**src/design/skr_pkg.sv**
```systemverilog
// Shared types, constants and sizing helpers for the stream key replace unit.
package skr_pkg;

  localparam int KEY_LANES             = 8;
  localparam int REP_LANES             = 16;
  localparam int RES_LIMIT             = 16;
  localparam int RES_W                 = $clog2(RES_LIMIT + 1);
  localparam int QUEUE_DEPTH           = 2;
  localparam int DEF_MAX_KEY_BYTES     = 8;
  localparam int DEF_MAX_REPLACE_BYTES = 16;
  localparam int CFG_INDEX_W           = 3;
  localparam int CFG_DATA_W            = 64;

  localparam logic [CFG_INDEX_W-1:0] REG_KEY_BYTES          = 3'd0;
  localparam logic [CFG_INDEX_W-1:0] REG_KEY_SIZE           = 3'd1;
  localparam logic [CFG_INDEX_W-1:0] REG_REPLACEMENT_LOW    = 3'd2;
  localparam logic [CFG_INDEX_W-1:0] REG_REPLACEMENT_HIGH   = 3'd3;
  localparam logic [CFG_INDEX_W-1:0] REG_REPLACEMENT_LENGTH = 3'd4;

  typedef struct packed {
    logic [63:0]  key_bytes;
    logic [3:0]   key_size;
    logic [127:0] replacement;
    logic [4:0]   replacement_length;
  } cfg_t;

  typedef struct packed {
    logic             stream_end;
    logic [RES_W-1:0] total;
  } plan_ctl_t;

  function automatic int win_bytes(int max_key);
    return (max_key < KEY_LANES) ? max_key : KEY_LANES;
  endfunction

  function automatic int rep_bytes(int max_rep);
    return (max_rep < REP_LANES) ? max_rep : REP_LANES;
  endfunction

endpackage

```
**src/design/skr_queue.sv**
```systemverilog
// Small register FIFO carrying emission plans from the front to the back.
module skr_queue #(
  parameter int WIDTH = 8,
  parameter int DEPTH = 2
) (
  input  logic             clk,
  input  logic             rst,
  input  logic             push,
  input  logic [WIDTH-1:0] din,
  output logic             full,
  input  logic             pop,
  output logic [WIDTH-1:0] dout,
  output logic             empty
);

  localparam int PTR_W = (DEPTH > 1) ? $clog2(DEPTH) : 1;
  localparam int CNT_W = $clog2(DEPTH + 1);

  logic [WIDTH-1:0] mem [DEPTH];
  logic [PTR_W-1:0] wr_ptr;
  logic [PTR_W-1:0] rd_ptr;
  logic [CNT_W-1:0] count;
  logic             do_push;
  logic             do_pop;

  function automatic logic [PTR_W-1:0] ptr_inc(logic [PTR_W-1:0] p);
    return (p == PTR_W'(DEPTH - 1)) ? '0 : p + PTR_W'(1);
  endfunction

  assign full    = (count == CNT_W'(DEPTH));
  assign empty   = (count == '0);
  assign do_push = push && !full;
  assign do_pop  = pop && !empty;
  assign dout    = mem[rd_ptr];

  always_ff @(posedge clk) begin
    if (do_push) begin
      mem[wr_ptr] <= din;
    end
  end

  always_ff @(posedge clk) begin
    if (rst) begin
      wr_ptr <= '0;
      rd_ptr <= '0;
      count  <= '0;
    end else begin
      if (do_push) begin
        wr_ptr <= ptr_inc(wr_ptr);
      end
      if (do_pop) begin
        rd_ptr <= ptr_inc(rd_ptr);
      end
      case ({do_push, do_pop})
        2'b10:   count <= count + CNT_W'(1);
        2'b01:   count <= count - CNT_W'(1);
        default: count <= count;
      endcase
    end
  end

endmodule

```
**src/design/skr_front.sv**
```systemverilog
// Front end: holds the match window, classifies each byte and plans its output words.
module skr_front #(
  parameter int MAX_KEY_BYTES     = skr_pkg::DEF_MAX_KEY_BYTES,
  parameter int MAX_REPLACE_BYTES = skr_pkg::DEF_MAX_REPLACE_BYTES,
  localparam int WIN              = skr_pkg::win_bytes(MAX_KEY_BYTES),
  localparam int FILL_W           = $clog2(WIN + 1)
) (
  input  logic                clk,
  input  logic                rst,
  input  skr_pkg::cfg_t       cfg,
  input  logic                key_clear,
  input  logic                push,
  input  logic [7:0]          data_byte,
  input  logic                stream_end,
  input  logic                q_full,
  output logic                q_push,
  output skr_pkg::plan_ctl_t  plan_ctl,
  output logic [FILL_W-1:0]   plan_nb,
  output logic [WIN*8-1:0]    plan_bytes
);

  localparam int REP_MAX = skr_pkg::rep_bytes(MAX_REPLACE_BYTES);
  localparam int T_W     = FILL_W + 1;
  localparam int WIDX_W  = (WIN > 1) ? $clog2(WIN) : 1;
  localparam int RES_W   = skr_pkg::RES_W;
  localparam int SUM_W   = RES_W + 1;

  logic [7:0]              win [WIN];
  logic [FILL_W-1:0]       fill;
  logic [7:0]              wn  [WIN];
  logic [7:0]              nw  [WIN];
  logic [FILL_W-1:0]       klen;
  logic [FILL_W-1:0]       f;
  logic [FILL_W-1:0]       cnt;
  logic [FILL_W-1:0]       s;
  logic [FILL_W-1:0]       len;
  logic [FILL_W-1:0]       nb;
  logic [FILL_W-1:0]       fill_next;
  logic [WIN:0]            ok;
  logic                    is_full;
  logic [4:0]              rlen;
  logic [SUM_W-1:0]        sum;
  logic [RES_W-1:0]        total;
  logic                    accept;

  always_comb begin
    logic [3:0] k4;
    k4 = cfg.key_size;
    if (k4 == 4'd0) begin
      k4 = 4'd1;
    end
    if (k4 > 4'(WIN)) begin
      k4 = 4'(WIN);
    end
    klen = FILL_W'(k4);
    rlen = (cfg.replacement_length > 5'(REP_MAX)) ? 5'(REP_MAX) : cfg.replacement_length;
  end

  assign f   = (fill >= klen) ? '0 : fill;
  assign cnt = f + FILL_W'(1);

  always_comb begin
    for (int j = 0; j < WIN; j++) begin
      wn[j] = (FILL_W'(j) == f) ? data_byte : win[j];
    end
  end

  // ok[n]: bytes n..cnt-1 of the extended window are a prefix of the key
  always_comb begin
    for (int sv = 0; sv <= WIN; sv++) begin
      ok[sv] = 1'b1;
      for (int i = 0; i < WIN - sv; i++) begin
        if ((sv + i < cnt) && (wn[sv + i] != cfg.key_bytes[i*8 +: 8])) begin
          ok[sv] = 1'b0;
        end
      end
    end
  end

  // smallest shift that leaves a live prefix
  always_comb begin
    s = cnt;
    for (int sv = WIN; sv >= 0; sv--) begin
      if (ok[sv] && (sv <= cnt)) begin
        s = FILL_W'(sv);
      end
    end
  end

  assign is_full   = (s == '0) && (cnt == klen);
  assign len       = cnt - s;
  assign nb        = is_full ? '0 : (stream_end ? cnt : s);
  assign fill_next = (is_full || stream_end) ? '0 : len;
  assign sum       = SUM_W'(nb) + (is_full ? SUM_W'(rlen) : '0);
  assign total     = (sum > SUM_W'(skr_pkg::RES_LIMIT)) ? RES_W'(skr_pkg::RES_LIMIT)
                                                       : sum[RES_W-1:0];

  always_comb begin
    logic [T_W-1:0] t;
    for (int j = 0; j < WIN; j++) begin
      t     = T_W'(j) + T_W'(s);
      nw[j] = wn[j];
      if (t < T_W'(WIN)) begin
        nw[j] = wn[t[WIDX_W-1:0]];
      end
    end
  end

  always_comb begin
    for (int j = 0; j < WIN; j++) begin
      plan_bytes[j*8 +: 8] = wn[j];
    end
  end

  assign accept              = push && !q_full;
  assign q_push              = accept && (total != '0);
  assign plan_ctl.stream_end = stream_end;
  assign plan_ctl.total      = total;
  assign plan_nb             = nb;

  always_ff @(posedge clk) begin
    if (rst) begin
      fill <= '0;
    end else if (key_clear) begin
      fill <= '0;
    end else if (accept) begin
      fill <= fill_next;
    end
  end

  always_ff @(posedge clk) begin
    if (accept) begin
      win <= nw;
    end
  end

endmodule

```
**src/design/skr_back.sv**
```systemverilog
// Back end: plays out one planned run, one word per cycle while pop is high, and retires the plan.
module skr_back #(
  parameter int MAX_KEY_BYTES = skr_pkg::DEF_MAX_KEY_BYTES,
  localparam int WIN          = skr_pkg::win_bytes(MAX_KEY_BYTES),
  localparam int FILL_W       = $clog2(WIN + 1)
) (
  input  logic               clk,
  input  logic               rst,
  input  skr_pkg::cfg_t      cfg,
  input  logic               q_empty,
  input  skr_pkg::plan_ctl_t head_ctl,
  input  logic [FILL_W-1:0]  head_nb,
  input  logic [WIN*8-1:0]   head_bytes,
  output logic               q_pop,
  input  logic               pop,
  output logic               empty,
  output logic [7:0]         out_byte,
  output logic               run_last,
  output logic               stream_done
);

  localparam int RES_W  = skr_pkg::RES_W;
  localparam int WIDX_W = (WIN > 1) ? $clog2(WIN) : 1;
  localparam int RIDX_W = $clog2(skr_pkg::REP_LANES);

  logic [RES_W-1:0] pos;
  logic [RES_W-1:0] rep_pos;
  logic [RES_W-1:0] nb_ext;
  logic [7:0]       win_lane [WIN];
  logic [7:0]       rep_lane [skr_pkg::REP_LANES];
  logic             is_last;
  logic             fire;

  always_comb begin
    for (int j = 0; j < WIN; j++) begin
      win_lane[j] = head_bytes[j*8 +: 8];
    end
    for (int j = 0; j < skr_pkg::REP_LANES; j++) begin
      rep_lane[j] = cfg.replacement[j*8 +: 8];
    end
  end

  assign nb_ext      = RES_W'(head_nb);
  assign rep_pos     = pos - nb_ext;
  assign is_last     = (pos == head_ctl.total - RES_W'(1));
  assign out_byte    = (pos < nb_ext) ? win_lane[pos[WIDX_W-1:0]]
                                      : rep_lane[rep_pos[RIDX_W-1:0]];
  assign run_last    = is_last;
  assign stream_done = is_last && head_ctl.stream_end;
  assign empty       = q_empty;
  assign fire        = pop && !q_empty;
  assign q_pop       = fire && is_last;

  always_ff @(posedge clk) begin
    if (rst) begin
      pos <= '0;
    end else if (fire) begin
      pos <= is_last ? '0 : pos + RES_W'(1);
    end
  end

endmodule

```
**src/design/stream_key_replace_unit.sv**
```systemverilog
// Top level of the streaming key find-and-replace unit.
//
// Bytes enter on push/full and words leave on empty/pop. A byte is classified in the
// cycle it is accepted; its run is ready once its plan heads the queue. Pass-through
// bytes sustain one byte per cycle while pop is held; a byte that releases n words
// (up to 16) gives one word per pop, and input is held off only once the two-entry
// plan queue between classifier and output sequencer is full. A byte that only
// extends a partial match without ending the stream, or whose match is deleted,
// produces no word. Writing the key or key length drops the match window's bytes.
module stream_key_replace_unit #(
  parameter int MAX_KEY_BYTES     = skr_pkg::DEF_MAX_KEY_BYTES,
  parameter int MAX_REPLACE_BYTES = skr_pkg::DEF_MAX_REPLACE_BYTES
) (
  input  logic                            clk,
  input  logic                            rst,
  input  logic                            cfg_write,
  input  logic [skr_pkg::CFG_INDEX_W-1:0] cfg_index,
  input  logic [skr_pkg::CFG_DATA_W-1:0]  cfg_data,
  input  logic                            push,
  input  logic [7:0]                      data_byte,
  input  logic                            stream_end,
  output logic                            full,
  input  logic                            pop,
  output logic                            empty,
  output logic [7:0]                      out_byte,
  output logic                            run_last,
  output logic                            stream_done
);

  localparam int WIN     = skr_pkg::win_bytes(MAX_KEY_BYTES);
  localparam int FILL_W  = $clog2(WIN + 1);
  localparam int CTL_W   = $bits(skr_pkg::plan_ctl_t);
  localparam int BYTES_W = WIN * 8;
  localparam int ENTRY_W = CTL_W + FILL_W + BYTES_W;

  logic [63:0]        key_bytes;
  logic [3:0]         key_size;
  logic [63:0]        replacement_low;
  logic [63:0]        replacement_high;
  logic [4:0]         replacement_length;
  skr_pkg::cfg_t      cfg;
  logic               key_clear;

  logic               q_full;
  logic               q_push;
  logic               q_pop;
  logic               q_empty;
  logic [ENTRY_W-1:0] q_din;
  logic [ENTRY_W-1:0] q_dout;

  skr_pkg::plan_ctl_t plan_ctl;
  logic [FILL_W-1:0]  plan_nb;
  logic [BYTES_W-1:0] plan_bytes;
  skr_pkg::plan_ctl_t head_ctl;
  logic [FILL_W-1:0]  head_nb;
  logic [BYTES_W-1:0] head_bytes;

  always_ff @(posedge clk) begin
    if (rst) begin
      key_bytes          <= '0;
      key_size           <= 4'd1;
      replacement_low    <= '0;
      replacement_high   <= '0;
      replacement_length <= '0;
    end else if (cfg_write) begin
      case (cfg_index)
        skr_pkg::REG_KEY_BYTES:          key_bytes          <= cfg_data;
        skr_pkg::REG_KEY_SIZE:           key_size           <= cfg_data[3:0];
        skr_pkg::REG_REPLACEMENT_LOW:    replacement_low    <= cfg_data;
        skr_pkg::REG_REPLACEMENT_HIGH:   replacement_high   <= cfg_data;
        skr_pkg::REG_REPLACEMENT_LENGTH: replacement_length <= cfg_data[4:0];
        default: ;
      endcase
    end
  end

  assign key_clear = cfg_write && ((cfg_index == skr_pkg::REG_KEY_BYTES) ||
                                   (cfg_index == skr_pkg::REG_KEY_SIZE));

  assign cfg.key_bytes          = key_bytes;
  assign cfg.key_size           = key_size;
  assign cfg.replacement        = {replacement_high, replacement_low};
  assign cfg.replacement_length = replacement_length;

  assign full  = q_full;
  assign q_din = {plan_ctl, plan_nb, plan_bytes};

  assign head_ctl   = skr_pkg::plan_ctl_t'(q_dout[ENTRY_W-1 -: CTL_W]);
  assign head_nb    = q_dout[BYTES_W +: FILL_W];
  assign head_bytes = q_dout[BYTES_W-1:0];

  skr_front #(
    .MAX_KEY_BYTES     (MAX_KEY_BYTES),
    .MAX_REPLACE_BYTES (MAX_REPLACE_BYTES)
  ) u_front (
    .clk        (clk),
    .rst        (rst),
    .cfg        (cfg),
    .key_clear  (key_clear),
    .push       (push),
    .data_byte  (data_byte),
    .stream_end (stream_end),
    .q_full     (q_full),
    .q_push     (q_push),
    .plan_ctl   (plan_ctl),
    .plan_nb    (plan_nb),
    .plan_bytes (plan_bytes)
  );

  skr_queue #(
    .WIDTH (ENTRY_W),
    .DEPTH (skr_pkg::QUEUE_DEPTH)
  ) u_queue (
    .clk   (clk),
    .rst   (rst),
    .push  (q_push),
    .din   (q_din),
    .full  (q_full),
    .pop   (q_pop),
    .dout  (q_dout),
    .empty (q_empty)
  );

  skr_back #(
    .MAX_KEY_BYTES (MAX_KEY_BYTES)
  ) u_back (
    .clk         (clk),
    .rst         (rst),
    .cfg         (cfg),
    .q_empty     (q_empty),
    .head_ctl    (head_ctl),
    .head_nb     (head_nb),
    .head_bytes  (head_bytes),
    .q_pop       (q_pop),
    .pop         (pop),
    .empty       (empty),
    .out_byte    (out_byte),
    .run_last    (run_last),
    .stream_done (stream_done)
  );

endmodule
```
**config.mk**
```make
export PLATFORM = sky130hd
export DESIGN_NAME = stream_key_replace_unit
export DESIGN_NICKNAME = d
export VERILOG_FILES = /design/src/design/skr_pkg.sv /design/src/design/skr_queue.sv /design/src/design/skr_front.sv /design/src/design/skr_back.sv /design/src/design/stream_key_replace_unit.sv
export SDC_FILE = /design/constraint.sdc
export NUM_CORES = 1
export LEC_CHECK = 0
export BUFFER_PORTS_ARGS = -buffer_cell sky130_fd_sc_hd__buf_2
export CORE_MARGIN = 4
export CORE_UTILIZATION = 40
export CTS_BUF_LIST = sky130_fd_sc_hd__clkbuf_4 sky130_fd_sc_hd__clkbuf_8 sky130_fd_sc_hd__clkbuf_16
export CTS_CLUSTER_DIAMETER = 80
export DETAILED_ROUTE_END_ITERATION = 10
export SYNTH_ARGS = -nofsm -noshare
export SYNTH_HDL_FRONTEND = slang
export SYNTH_SLANG_ARGS = --single-unit
```
**constraint.sdc**
```tcl
create_clock -name clk -period 19.3 [get_ports clk]
set_input_delay 3.86 -clock clk [delete_from_list [all_inputs] [get_ports clk]]
set_output_delay 3.86 -clock clk [all_outputs]
set_load 0.02 [all_outputs]
```
==> metrics.md <==
| Metric | Value |
|---|---|
| Number of max-cap violations | `0` |
| Fmax | `~0.088 GHz` |
| Worst r2r dst | `u_queue.mem[1][30]$_DFFE_PP_` |
| Die X | `around 270 um` |
| Placed cell area | `about 28000 um^2` |
| Final GP Congestion | `about 1.1` |
| CP max FO | `approximately 70` |
| Antenna violations before repair | `4` |
| Setup Buffers After CTS | `0` |
| Met1 usage | `approximately two fifths` |
| Post-synth EDFFs | `212` |
| Effective utilization at floorplan | `40.4%` |
| Vias | `roughly 24000` |
| Post-CTS resize count | `0` |
| Post-route DRC | `0` |
| Vias per cell | `~6.3` |
| Worst Setup Start Kind | `input port` |
| Setup TNS | `0 ps` |
| Share of layout cells above drive strength 1 | `between 15 and 20%` |
| Critical Path End Type | `register` |
| Final Net Count | `a little under 3000` |
| Detailed Place HPWL | `~80 mm` |
| Endpoint of the worst hold path | `replacement_high[4]$_SDFFE_PP0P_` |
| M3 GR Usage | `under 10%` |
| Core Area | `approximately 67000 um^2` |
| Leak Pwr | `roughly 11 nW` |
| Total grt overflow | `0` |
| Critical Path RT | `just under 20000 ps` |
| Hold_buf cts | `0` |
| Status | `completed` |
| #FFs+latches synth | `427` |
| GRT Total Usage | `between 20 and 30%` |
| Synth warn | `0` |
| Setup WS pre-CTS | `~7500 ps` |
| Fillcell total | `6367` |
| RR Startpoint | `key_size[1]$_SDFFE_PP0P_` |
| Fin area | `about 30000 um^2` |
| Met2 usage | `46.1%` |
| Sequential area share after synthesis | `around two fifths` |
| CTS Buffer Depth | `3` |
| Most frequent cells in the layout | `nand2_1, a21oi_1, dfxtp_1` |
| 1st-iter DRT viols | `approximately 2800` |
| Peak supply drop | `between 50 and 60 uV` |
| Hold path depth | `2` |
| Clk sink count | `427` |
| Post-route ant nets | `0` |
| I/O Pins | `93` |
| Root buf cell | `clkbuf_16` |
| First-pass GRT wire length | `between 150 and 200 mm` |
| Mapped Cells | `between 2000 and 3000` |
| R2R Setup Slk | `between 8000 and 9000 ps` |
| Worst slew margin | `between 15 and 20%` |
| Hold Startpoint | `replacement_high[4]$_SDFFE_PP0P_` |
| Worst hold path type | `register to register` |
| Dominant synthesized flop cell | `dfxtp_1` |
| Worst-case clock skew | `28.5 ps` |
| RSZ-0062 raised after global routing | `false` |
| R2R depth | `35` |
| Worst-Margin Slew | `between 1000 and 1500 ps` |
| Final setup fails | `0` |
| Vias in the first global route | `between 20000 and 25000` |
| CTS H-tree lvls | `2` |
| Syn avg cell area | `9.44 um^2` |
| Crit Path Category | `input port to register` |
| WL/cell | `around 30 um` |
| Final Worst Setup Slack | `7890 ps` |
| Post-route minimum period | `11410 ps` |
| DRT Pass-1 Iters | `9` |
| Fin. max-slew vios | `0` |
| Asr flop ratio synth | `0%` |
| FP Rows | `95` |
| Syn_nets | `approximately 3000` |
| Synth cell types | `95` |
| # port buffers | `92` |
| Most common cell after layout, fill and taps aside | `nand2_1` |
| Die area | `between 70000 and 80000 um^2` |
| CTS tree | `yes` |
| Global routing's busiest layer | `met2` |
| Inst Count DP | `3663` |
| CTS Buf Count | `48` |
| Final Hold Violating Endpoints | `0` |
| Period utilization | `between 50% and 60%` |
| Worst-Skew Late Latency | `between 600 and 700 ps` |
| PD cells | `81.0 nW/um^2` |
| Pwr Total | `around 2.4 mW` |
| Post-Syn Area | `about 27000 um^2` |
| Crit path DAT | `roughly 12000 ps` |
| Die H | `between 200 and 300 um` |
| Pin count of the biggest net entering global routing | `approximately 140` |
| Detailed Route WL | `roughly 110 mm` |
| Layout area overhead | `9.98%` |
| Worst-path clk slew | `about 60 ps` |
| Non-Filler Instances | `approximately 3800` |
==> cell usage after synthesis (all sizes together), types with 5 or more instances <==
| cell type | count | area (um^2) |
|---|---|---|
| or4 | 9 | 67.6 |
| a2111oi | 14 | 124 |
| nor2b | 21 | 131 |
| o211a | 8 | 87.6 |
| dfxtp | 215 | 4300 |
| nor4 | 40 | 250 |
| a41oi | 5 | 43.8 |
| nand3 | 60 | 305 |
| edfxtp | 212 | 6370 |
| a2bb2oi | 7 | 61.3 |
| nand4 | 34 | 213 |
| o211ai | 15 | 156 |
| a31oi | 11 | 83.8 |
| nor3b | 8 | 65.1 |
| a311oi | 6 | 58.8 |
| xor2 | 82 | 756 |
| nand2b | 21 | 131 |
| or2 | 5 | 31.3 |
| and2 | 30 | 188 |
| nor3 | 34 | 170 |
| nor2 | 120 | 455 |
| xnor2 | 180 | 1600 |
| o311ai | 6 | 82.6 |
| ha | 31 | 388 |
| a21oi | 322 | 1660 |
| a221oi | 7 | 61.3 |
| o21ai | 75 | 379 |
| nand4b | 5 | 43.8 |
| a211oi | 31 | 233 |
| nand2 | 482 | 1810 |
| o2111ai | 18 | 158 |
| o31ai | 5 | 37.5 |
| mux4 | 112 | 2520 |
| or3 | 5 | 31.3 |
| mux2i | 132 | 1320 |
| buf | 65 | 353 |
| a222oi | 6 | 60.1 |
| inv | 113 | 427 |
| clkbuf | 173 | 652 |
| a21o | 7 | 60.1 |
| o22ai | 19 | 119 |
| clkinv | 6 | 22.5 |
| o221ai | 8 | 70.1 |
| and3 | 34 | 213 |
| mux2 | 31 | 349 |
==> per-layer routing <==
metal / wire, um / share of wire, % / vias up
li1: - / - / 10264
met1: 44800 / 40 / 11692
met2: 48700 / 44 / 1288
met3: 9790 / 8.8 / 362
met4: 7410 / 6.7 / 2
met5: 13 / 0.012 / -
==> power breakdown <==
group	switching, mW	internal, mW	leakage (nW)
logic	0.263	0.152	6.27
registers	0.0474	1.01	3.74
clock network	0.404	0.533	0.797
==> worst max path at each step <==
stage	startpoint	to	slack, ps	cells after the start
3_3_place_gp	data_byte[0]	u_queue.count[1]$_SDFFE_PP0P_	7630	25
2_1_floorplan	data_byte[0]	u_queue.mem[1][0]$_DFFE_PP_	6440	28
5_1_grt	data_byte[0]	u_queue.mem[1][21]$_DFFE_PP_	7570	26
6_report	data_byte[0]	u_queue.mem[1][30]$_DFFE_PP_	7890	24
3_5_place_dp	data_byte[0]	u_queue.mem[1][43]$_DFFE_PP_	7490	24
4_1_cts	data_byte[0]	u_queue.mem[1][0]$_DFFE_PP_	8090	24
==> critical path, stage by stage <==
cell	delay [ps]
buf_2	470
clkinv_1	640
o311ai_2	960
xor2_1	130
or4_1	590
o41ai_1	470
nand3_2	220
o211ai_4	110
buf_4	360
ha_2	250
nand2_1	50
nor3_1	190
inv_1	110
nor2_1	430
nor2_1	180
ha_1	260
ha_1	220
xor2_1	180
nor4_1	270
nor3b_1	280
o31ai_1	110
a32oi_1	600
nor2b_4	150
buf_4	400
==> logic make-up (layout without fill, tap and decap cells) <==
logic type | after synthesis | in the layout | share of synthesized area [%]
xor+xnor | 262 | 262 | 8.67
other cells | 0 | 1 | 0
compound gates | 604 | 604 | 14.2
flops | 427 | 427 | 39.4
buf+inv | 357 | 361 | 5.36
fa+ha+maj | 33 | 33 | 1.58
mux | 275 | 275 | 15.5
simple gates | 915 | 915 | 15.4
==> stage by stage <==
stage / hold WS [ps] / util, %
floorplan: 433 / -
global placement: 438 / 42.0
detailed placement: 443 / 42.0
CTS: 451 / 44.4
global route: 472 / 44.4
finish: 453 / 44.4
==> flip-flops by register name, indices dropped and copies added, names as in the netlist, 5 cells and up, named ones only <==
signal              flops
key_bytes              64
replacement_high       64
replacement_length      5
replacement_low        64
u_back.pos              5
u_front.win            64
u_queue.mem           148
==> area by class of cell <==
cell class | count | area [um^2] | area share, %
diodes | 1 | 2.50 | 0.00839
clock buffers | 63 | 1370 | 4.59
clock inverters | 24 | 238 | 0.797
multi-input cells | 2089 | 15100 | 50.5
inverters | 119 | 449 | 1.51
repair buffers | 155 | 940 | 3.15
well taps | 873 | 1090 | 3.66
flip-flops and latches | 427 | 10700 | 35.8
Note: power is estimated with default switching activity, not from simulation.
